[src/fwsc_pkg.sv]
// ---------------------------------------------------------------------------
// fwsc_pkg
// Shared types, constants and the sine table generator of the flanger unit.
// ---------------------------------------------------------------------------
`default_nettype none
package fwsc_pkg;

   localparam int HISTORY_DEPTH_DEF      = 4096;
   localparam int SINE_TABLE_ENTRIES_DEF = 256;

   // shared serial multiplier: signed multiplicand, unsigned multiplier
   localparam int MCW   = 27;
   localparam int MPW   = 32;
   localparam int PW    = MCW + MPW;
   localparam int MUL_CW = 6;

   localparam int CSR_IW = 3;
   localparam int CSR_DW = 32;
   localparam logic [CSR_IW-1:0] CSR_PHASE_STEP  = 3'd0;
   localparam logic [CSR_IW-1:0] CSR_BASE_DELAY  = 3'd1;
   localparam logic [CSR_IW-1:0] CSR_SWEEP_DEPTH = 3'd2;
   localparam logic [CSR_IW-1:0] CSR_THRESHOLD   = 3'd3;
   localparam logic [CSR_IW-1:0] CSR_COMP_RATIO  = 3'd4;

   localparam logic [14:0] THRESHOLD_RST  = 15'd32767;
   localparam logic [15:0] COMP_RATIO_RST = 16'd32768;

   typedef struct packed {
      logic              start;
      logic [MUL_CW-1:0] nbits;
   } mul_ctl_type;

   typedef enum logic [3:0] {
      ST_IDLE, ST_IDX_GO, ST_IDX_WAIT, ST_SINE, ST_DLY_GO, ST_DLY_WAIT, ST_ADDR,
      ST_RD_OLD, ST_RD_NEW, ST_TAP_GO, ST_TAP_WAIT, ST_CMP_GO, ST_CMP_WAIT, ST_OUT
   } state_type;

   // Q1.15 sine of an angle in turns * 2^32, odd polynomial on a folded quadrant
   function automatic logic signed [15:0] sine_of_angle(input longint unsigned ang);
      longint unsigned q1;
      longint unsigned x;
      longint unsigned t;
      longint unsigned t2;
      longint unsigned p;
      longint unsigned s;
      logic [1:0]      q;
      q1 = 64'd1 << 30;
      q  = ang[31:30];
      x  = ang & (q1 - 64'd1);
      t  = q[0] ? (q1 - x) : x;
      t2 = (t * t) >> 30;
      p  = 64'd85569306 - ((t2 * 64'd5026995) >> 30);
      p  = 64'd693598668 - ((t2 * p) >> 30);
      p  = 64'd1686629713 - ((t2 * p) >> 30);
      s  = ((t * p) >> 30) >> 15;
      if (s > 64'd32767) s = 64'd32767;
      return q[1] ? -16'(s) : 16'(s);
   endfunction

endpackage
`default_nettype wire

[src/fwsc_smul.sv]
// ---------------------------------------------------------------------------
// fwsc_smul
// Bit-serial shift-add multiplier, one multiplier bit per cycle.
// ---------------------------------------------------------------------------
`default_nettype none
module fwsc_smul (
   input  wire                             clock,
   input  wire                             reset,
   input  fwsc_pkg::mul_ctl_type           ctl,
   input  wire  signed [fwsc_pkg::MCW-1:0] mcand,
   input  wire         [fwsc_pkg::MPW-1:0] mplier,
   output logic                            done,
   output logic signed [fwsc_pkg::PW-1:0]  prod
);

   logic                              busy_ff;
   logic                              done_ff;
   logic [fwsc_pkg::MUL_CW-1:0]       cnt_ff;
   logic signed [fwsc_pkg::PW-1:0]    mcand_ff;
   logic [fwsc_pkg::MPW-1:0]          mplier_ff;
   logic signed [fwsc_pkg::PW-1:0]    acc_ff;

   always_ff @(posedge clock) begin
      if (reset) begin
         busy_ff <= 1'b0;
         done_ff <= 1'b0;
         cnt_ff  <= '0;
      end else if (ctl.start) begin
         busy_ff <= 1'b1;
         done_ff <= 1'b0;
         cnt_ff  <= ctl.nbits;
      end else if (busy_ff) begin
         cnt_ff <= cnt_ff - 1'b1;
         if (cnt_ff == fwsc_pkg::MUL_CW'(1)) begin
            busy_ff <= 1'b0;
            done_ff <= 1'b1;
         end
      end else begin
         done_ff <= 1'b0;
      end
   end

   always_ff @(posedge clock) begin
      if (ctl.start) begin
         mcand_ff  <= fwsc_pkg::PW'(mcand);
         mplier_ff <= mplier;
         acc_ff    <= '0;
      end else if (busy_ff) begin
         if (mplier_ff[0]) acc_ff <= acc_ff + mcand_ff;
         mcand_ff  <= mcand_ff <<< 1;
         mplier_ff <= mplier_ff >> 1;
      end
   end

   assign done = done_ff;
   assign prod = acc_ff;

endmodule
`default_nettype wire

[config.mk]
export PLATFORM = sky130hd
export DESIGN_NAME = fwsc_smul
export DESIGN_NICKNAME = d
export VERILOG_FILES = /design/src/fwsc_pkg.sv /design/src/fwsc_smul.sv
export SDC_FILE = /design/constraint.sdc
export NUM_CORES = 1
export LEC_CHECK = 0
export ABC_CLOCK_PERIOD_IN_PS = 5300
export BUFFER_PORTS_ARGS = -buffer_cell sky130_fd_sc_hd__clkbuf_2
export CORE_UTILIZATION = 60
export DETAILED_ROUTE_END_ITERATION = 8
export PLACE_DENSITY = 0.83
export SETUP_SLACK_MARGIN = 0.2
export SLEW_MARGIN = 0
export SYNTH_ARGS = -nofsm -noshare
export SYNTH_HDL_FRONTEND = slang
export SYNTH_SLANG_ARGS = --single-unit
export TNS_END_PERCENT = 1
[constraint.sdc]
create_clock -name clock -period 5.3 [get_ports clock]
set_input_delay 0.795 -clock clock [delete_from_list [all_inputs] [get_ports clock]]
set_output_delay 0.795 -clock clock [all_outputs]
set_load 0.1 [all_outputs]
* Word level (Yosys, flattened, before mapping)
Cells that the tools add are included.
Word-level totals: register bits after elaboration 158, input port bits 68, word-level logic and storage cells 22
Cells by class: $add $sub $neg 2, eq/ne operators 1, mux-type cells 9, bitwise operators 1, reduce and logical (&&, ||, !) cells 3
Operators with widths (number):
- two-way mux 59 bit | 2
- two-way mux 32 bit | 2
- adder 59 bit | 1
- two-way mux 6 bit | 2
- == test 6 x 1 -> 1 bit, second input constant | 1
- subtractor 6 x 1 -> 6 bit, second input constant | 1
- two-way mux 1 bit | 3
- OR reduction 3 bit | 1
- AND reduction 2 bit | 1
- nonzero test 2 bit | 1
- NOT 1 bit | 1

* Longest topological paths before layout
Gate-level depths: netlist of the first run.
depth in word-level cells 4, gate-level depth with buffers 13

* Least setup slack after synthesis of the first run
No wires, ideal clock.
path kind register to register, start register acc_ff, in the netlist prod[0], end register acc_ff, in the netlist prod[42], arrival time 3.595 ns, data required time 5.184 ns, setup slack 1.589 ns, cell stages (with the launch flop) 14, clock period less this slack 3.711 ns, cell sequence dfxtp_1 ha_1 inv_1 fa_1 nor2b_1 o31a_1 o31ai_1 a211oi_2 o211ai_1 a211o_1 a21oi_4 a31oi_1 mux2_1 a31o_1
Between the ends: cells in the longest elaborated chain, start to end 1
RTL lines:
- from (decl) | RTL line fwsc_smul.sv:21 | logic signed [fwsc_pkg::PW-1:0] acc_ff;
- from (signal assigned) | RTL line fwsc_smul.sv:49 | if (mplier_ff[0]) acc_ff <= acc_ff + mcand_ff;
- adder 59 bit | RTL line fwsc_smul.sv:49
Every way passes these cells. A chain may end at the register's enable or synchronous reset.

* Worst setup path after layout of the first run
Same ends and word-level chain as after synthesis.

==> reports/results.ini, run 1 <==
[yosys]
synth_area_sq_um = 9610
synth_top_area_frac = 0.284
syn_nets = 1157
async_reset_ff_frac = 0
muxShareOfSynthArea = 0.0656
synth_cell_types = 67
synth_compound_area_frac = 0.204
synth_edf_count = 91
ys_seq_area_frac = 0.424
synth_top_family_by_area = compound AO/OA/AOI/OAI gates
synth_simple_gate_area_frac = 0.138
synthTopCellsByArea = edfxtp_1, dfxtp_1, ha_1
synth_cells = 1028
ys_seq_elements = 158
syn_area_per_cell_sq_um = 9.35
synth_fa_ha_area_frac = 0.0802
ys_dominant_reg_cell = edfxtp_1
synth_largest_area_cell = edfxtp_1
synth-xor-area-share = 0.0438
yosysWarnings = 0

[worst_setup_path]
setup.worst_path.end_class = register
cp_max_fo = 5
critPathSlowestCell = fa_1
path_class = register to register
critPathBufInv = 1
cpPeakStageDelay_ns = 0.39
critPathTopFamily = compound AO/OA/AOI/OAI gates
worst_setup_path_start_kind = register
cp.required_ns = 5.63
path_cells = ha_1, inv_1, fa_1, nor2b_1, o31a_1, o31ai_1, a211oi_2, o211ai_1, a211o_1, a21oi_4, a31oi_1, mux2_1, a31o_1
cp_data_arrival_time_ns = 3.68

[global_routing]
grtUsageTotal = 0.295
grt_pass1_wl_mm = 38.1
grt_max_degree = 81
first_global_vias = 7850
overflow = 0
antenna_found_initial = 0

[clocking]
cts_tree = done
clock_latency_ns = 0.43
post_cts_buffers = 0
cts-root-buf = clkbuf_16
clk_pin_slew_worst_paths_ns = 0.07
cts_hold_buf = 0
cts_sinks = 158
h-tree-depth = 4
cts_buffers = 17
clock_path_buffers = 2
ctsResizeCount = 0

[detailed_routing]
wl_mm = 23.2
dr.pass1.iters = 5
drcViolationCount = 0
drt_iter0_drc = 695
vias = 8069
ant_nets = 0
via_per_inst = 5.99
routedWlPerCell_microns = 17.2

[pwr]
fin_total_pwr_uw = 3670
power.leakage_uw = 0.00477
p_per_area_nw_per_um2 = 338
irDropWorstVdd_v = 0.000248

[die]
num_rows = 45
die_w_microns = 129
die_area_sq_um = 16500
num_io_pins = 128
start_util = 0.623
die_y_microns = 129
coreArea_sq_um = 15400

[placed_design]
io_buffer_count = 127
dpl_worst_slack_ns = 2.01
finalWeightedCongestion = 0.926
dpl.cell_count = 1315
hpwlAfterDp_mm = 16.1

[sta]
finalHoldViolCount = 0
maxSlewHeadroom = 0.333
min_period_ns = 3.36
worstMarginPinSlew_ns = 0.998
setup_viol = 0
setup_tns_ns = 0
skew_ns = 0.00945
final_max_slew_viol_count = 0
fmaxAchievable_mhz = 298
setup_ws_ns = 1.94
post-route-period-util = 0.633
grt_setup_unrepaired = no

[finish]
drive_gt1_frac = 0.203
syn_to_final_growth_pct = 13.2
nNetsFinal = 1252
fin_util = 0.705
multiInputGateArea_sq_um = 5110
fillers = 1212
fin_cells = 1347
diodes = 0
seq_area_sq_um = 4070

[flow_run]
maxCapViolCount = 0

[hold_path]
hold_path.class = register to register

[run_status]
status = finished, final reports clean

[sequential cells by signal, summed over array words and instances (netlist names)]
name	count
mplier_ff	32
prod	59
cnt_ff	6
mcand_ff	59
busy_ff	1
done	1
[cell usage in the layout, fill, tap and decap left out, types with 45 or more instances in the layout]
cell / n
mux2_2: 55
a21o_1: 45
dfxtp_1: 67
nor2_1: 48
inv_1: 55
o21ai_0: 57
clkbuf_2: 126
nand2_1: 131
a21oi_1: 100
edfxtp_1: 91
ha_1: 60
[report_power, final]
group	switching, uW	internal [uW]
clock network	532	609
registers	73.6	1430
logic	701	325
[synthesized netlist by cell type, types with 2 or more instances]
master    count
buf_1        10
a211oi_2      2
and2_1        8
nor4_1        3
o21bai_1     10
a31o_2        2
nand2b_1      5
a311o_1       3
o21ai_1      18
o31ai_1       7
nor3_1       15
a211o_1       3
o21ai_0      57
or3b_1        2
buf_2         7
nor2b_1       4
and3_1        8
mux2_2       55
nor4b_1       4
a221oi_1      4
a311oi_1      2
xnor2_1      29
a21boi_0      2
nor2_1       48
edfxtp_1     91
o211ai_1      3
o21a_1       12
xor2_1       19
nand3b_1      4
and4_1        3
o31a_1        2
ha_1         60
inv_1        55
dfxtp_1      67
or3_1         8
nand2_1     132
a21o_1       45
clkbuf_1     39
nand3_1      15
nand4_1      16
a21oi_1     100
a41oi_1       2
a211oi_1     15
a31oi_1       9
[final cells by class]
type                       count  area share
clock buffer                  19      0.0398
clock inverter                13     0.00955
inverter                      55      0.0190
multi-input combinational    759       0.470
sequential                   158       0.375
tap                          211      0.0243
timing repair buffer         132      0.0621
[tightest hold or removal path: stages, from the launching register on]
cell and delay (ns):
dfxtp_1 0.32, nand2_1 0.06, a21oi_1 0.05
[path summary, 6_finish.rpt]
kind	cells past startpoint	endpoint	startpoint	slack, ns
max	13	prod[42]	prod[0]	1.94
min	2	prod[17]	prod[17]	0.47
max reg2reg	13	prod[42]	prod[0]	1.94
min reg2reg	2	prod[17]	prod[17]	0.47
[logic make-up after synthesis]
family | count (synthesis)
buffers and inverters | 111
xor gates and xnor gates | 48
muxes | 56
adders and majority gates | 61
AOI/OAI and AO/OA | 312
and+or+nand+nor | 282
DFF | 158
[per-stage QoR]
step / area [sq um] / hold WS (ns)
global route: 10900 / 0.493
floorplan: 9610 / 0.525
global placement: 10300 / 0.458
detailed placement: 10300 / 0.464
CTS: 10900 / 0.471
finish: 10900 / 0.469
[per-layer routing]
metal,track usage,share of wire
met3,0.0728,0.071
met2,0.483,0.47
met5,0,0
met1,0.378,0.44
met4,0.111,0.022
Note: power is estimated with default switching activity, not from simulation.
==> inputs of run 2 (changes only) <==
Settings changed: ABC_CLOCK_PERIOD_IN_PS 5300 to 3100, CORE_UTILIZATION 60 to 59, PLACE_DENSITY 0.83 to 0.81.
Clock period 5.3 ns to 3.1 ns, I/O delays scaled along.
==> run 2 against run 1 <==
  * The run now ends with negative setup slack left
  * Clock-buffer cell count unchanged
  * Utilization increased by 2.3 points
  * Wire length increased by 6.3%
  * Critical path depth increased by 2
  * Sequential cell count unchanged
  * Via count increased by 3.8%
  * Critical endpoint is now prod[58]
  * Highest routed layer unchanged
==> reports/results.ini, run 2 (synthesized netlist as in run 1, its figures left out) <==
[clocking]
cts_hold_buf = 0  ; unchanged
h-tree-depth = 4  ; unchanged
clk_pin_slew_worst_paths_ns = 0.07  ; about the same
clock_latency_ns = 0.43  ; about the same
cts-root-buf = clkbuf_16
cts_buffers = 17  ; unchanged
cts_tree = done
clock_path_buffers = 2  ; unchanged
cts_sinks = 158  ; unchanged

[worst_setup_path]
worst_setup_path_start_kind = register
startpoint = mcand_ff[0]
endpoint = prod[58]
cp_max_fo = 3  ; -2
rr_worst_depth = 15  ; +2
reg2reg_slack_ns = -0.04  ; -1.98 ns
r2r_end = prod[58]
timing.rr.start = mcand_ff[0]
cp.required_ns = 3.47  ; -2.16 ns
setup.worst_path.end_class = register
cp_data_arrival_time_ns = 3.50  ; -0.18 ns
path_class = register to register

[sta]
final_max_slew_viol_count = 0  ; unchanged
maxSlewHeadroom = 0.491  ; +0.158
worstMarginPinSlew_ns = 0.761  ; -0.238 ns
grt_setup_unrepaired = yes
setup_viol = 2  ; +2
setup_tns_ns = -0.0486  ; -0.0486 ns
post-route-period-util = 1.01  ; +0.379
min_period_ns = 3.14  ; -0.218 ns
setup_ws_ns = -0.0378  ; -1.98 ns
skew_ns = 0.00893  ; -0.000516 ns
finalHoldViolCount = 0  ; unchanged
fmaxAchievable_mhz = 319  ; +7.0%

[detailed_routing]
via_per_inst = 6.00  ; +0.23%
vias = 8376  ; +3.8%
ant_nets = 0  ; unchanged
drt_iter0_drc = 701  ; +0.86%
routedWlPerCell_microns = 17.7  ; +2.6%
drcViolationCount = 0  ; unchanged
dr.pass1.iters = 5  ; unchanged
wl_mm = 24.6  ; +6.3%

[placed_design]
io_buffer_count = 127  ; unchanged
dpl.cell_count = 1359  ; +3.3%
finalWeightedCongestion = 0.947  ; +2.3%
hpwlAfterDp_mm = 17.4  ; +7.8%

[flow_run]
maxCapViolCount = 0  ; unchanged

[finish]
nNetsFinal = 1295  ; +3.4%
drive_gt1_frac = 0.299  ; +0.0961
fin_cells = 1395  ; +3.6%
diodes = 0  ; unchanged
layout_common_cells = nand2_1, clkbuf_2, a21oi_1, edfxtp_1
layout_commonest_cell = nand2_1
syn_to_final_growth_pct = 20.4

[pwr]
power.share.sequential = 0.400  ; -0.010
p_per_area_nw_per_um2 = 561  ; +66%
irDropWorstVdd_v = 0.000442  ; +78%
switching_power_uw = 2280  ; +74%
swShare = 0.351  ; -0.00471
power.leakage_uw = 0.00503  ; +5.4%
fin_total_pwr_uw = 6490  ; +77%
clkPwrFrac = 0.307  ; -0.004
combPwrFrac = 0.293  ; +0.014
internal-power_uw = 4210  ; +78%

[hold_path]
hold_path.class = primary input to register
worstHoldPathCells = 3  ; +1
hold_start = ctl[0]

[global_routing]
overflow = 0  ; unchanged
antenna_found_initial = 0  ; unchanged
grtUsageTotal = 0.293  ; -0.00149
grt_pass1_wl_mm = 38.3  ; +0.51%
first_global_vias = 8018  ; +2.1%
grt_max_degree = 44  ; -46%

[die]
die_y_microns = 130  ; +0.83%
start_util = 0.605  ; -0.0180
num_rows = 46  ; +2.2%
coreArea_sq_um = 15900  ; +3.0%
num_io_pins = 128  ; unchanged
die_area_sq_um = 16800  ; +1.7%
die_w_microns = 130  ; +0.83%

[run_status]
violations = negative setup slack
status = finished with violations

## run 2: through the flow
stage          setup WS, ns  instance area [sq um]  hold WS, ns   util
6_report            -0.0378                  11600        0.265  0.728
5_1_grt              -0.217                  11600        0.262  0.728
4_1_cts             -0.0492                  11300        0.251  0.714
3_5_place_dp        -0.0557                  10700        0.449  0.675
3_3_place_gp         0.0265                  10700        0.447  0.675
2_1_floorplan       -0.0177                   9690        0.525      -
## run 2: critical path: stages (launching register included)
cell and delay (ns):
edfxtp_1 0.39, ha_4 0.14, inv_1 0.04, fa_2 0.35
nor2b_2 0.14, o31a_1 0.15, o31ai_1 0.08, buf_4 0.15
a211oi_4 0.25, buf_4 0.16, o21ai_4 0.07, a2111oi_4 0.41
o31ai_2 0.10, xor2_1 0.16, or3_1 0.34, a21oi_2 0.14
## run 2: how the worst min path moves through the flow
stage / end
finish: cnt_ff[0]
global placement: prod[32]
global route: cnt_ff[0]
floorplan: mplier_ff[0]
detailed placement: prod[37]
CTS: cnt_ff[0]
## run 2: layout make-up
cell class                 count  area (sq um)
fill                        1179          4320
inverter                      55           206
timing repair buffer         175          1010
clock buffer                  19           433
multi-input combinational    759          5390
clock inverter                13           115
sequential                   158          4140
tap                          216           270
## run 2: what timing repair did
action,in CTS,in global routing
resized for setup,9,39
setup buffers,3,1
gates cloned,0,0
setup endpoints to repair,17,32
pin swaps,5,18
## run 2: power by group through the flow
stage	clock network, uW	logic, uW	registers [uW]
3_5_place_dp	0	1800	2630
2_1_floorplan	0	982	3010
5_1_grt	2080	2050	2620
6_report	1990	1900	2600
4_1_cts	2000	1830	2590
3_3_place_gp	0	1760	2630
## run 2: metal layers
metal  vias up  share of wire  track usage
met1      3952           0.42        0.357
li1       4022              -            -
met4         0          0.028        0.117
met2       343           0.49        0.492
met3        59          0.069       0.0801
met5         -              0            0
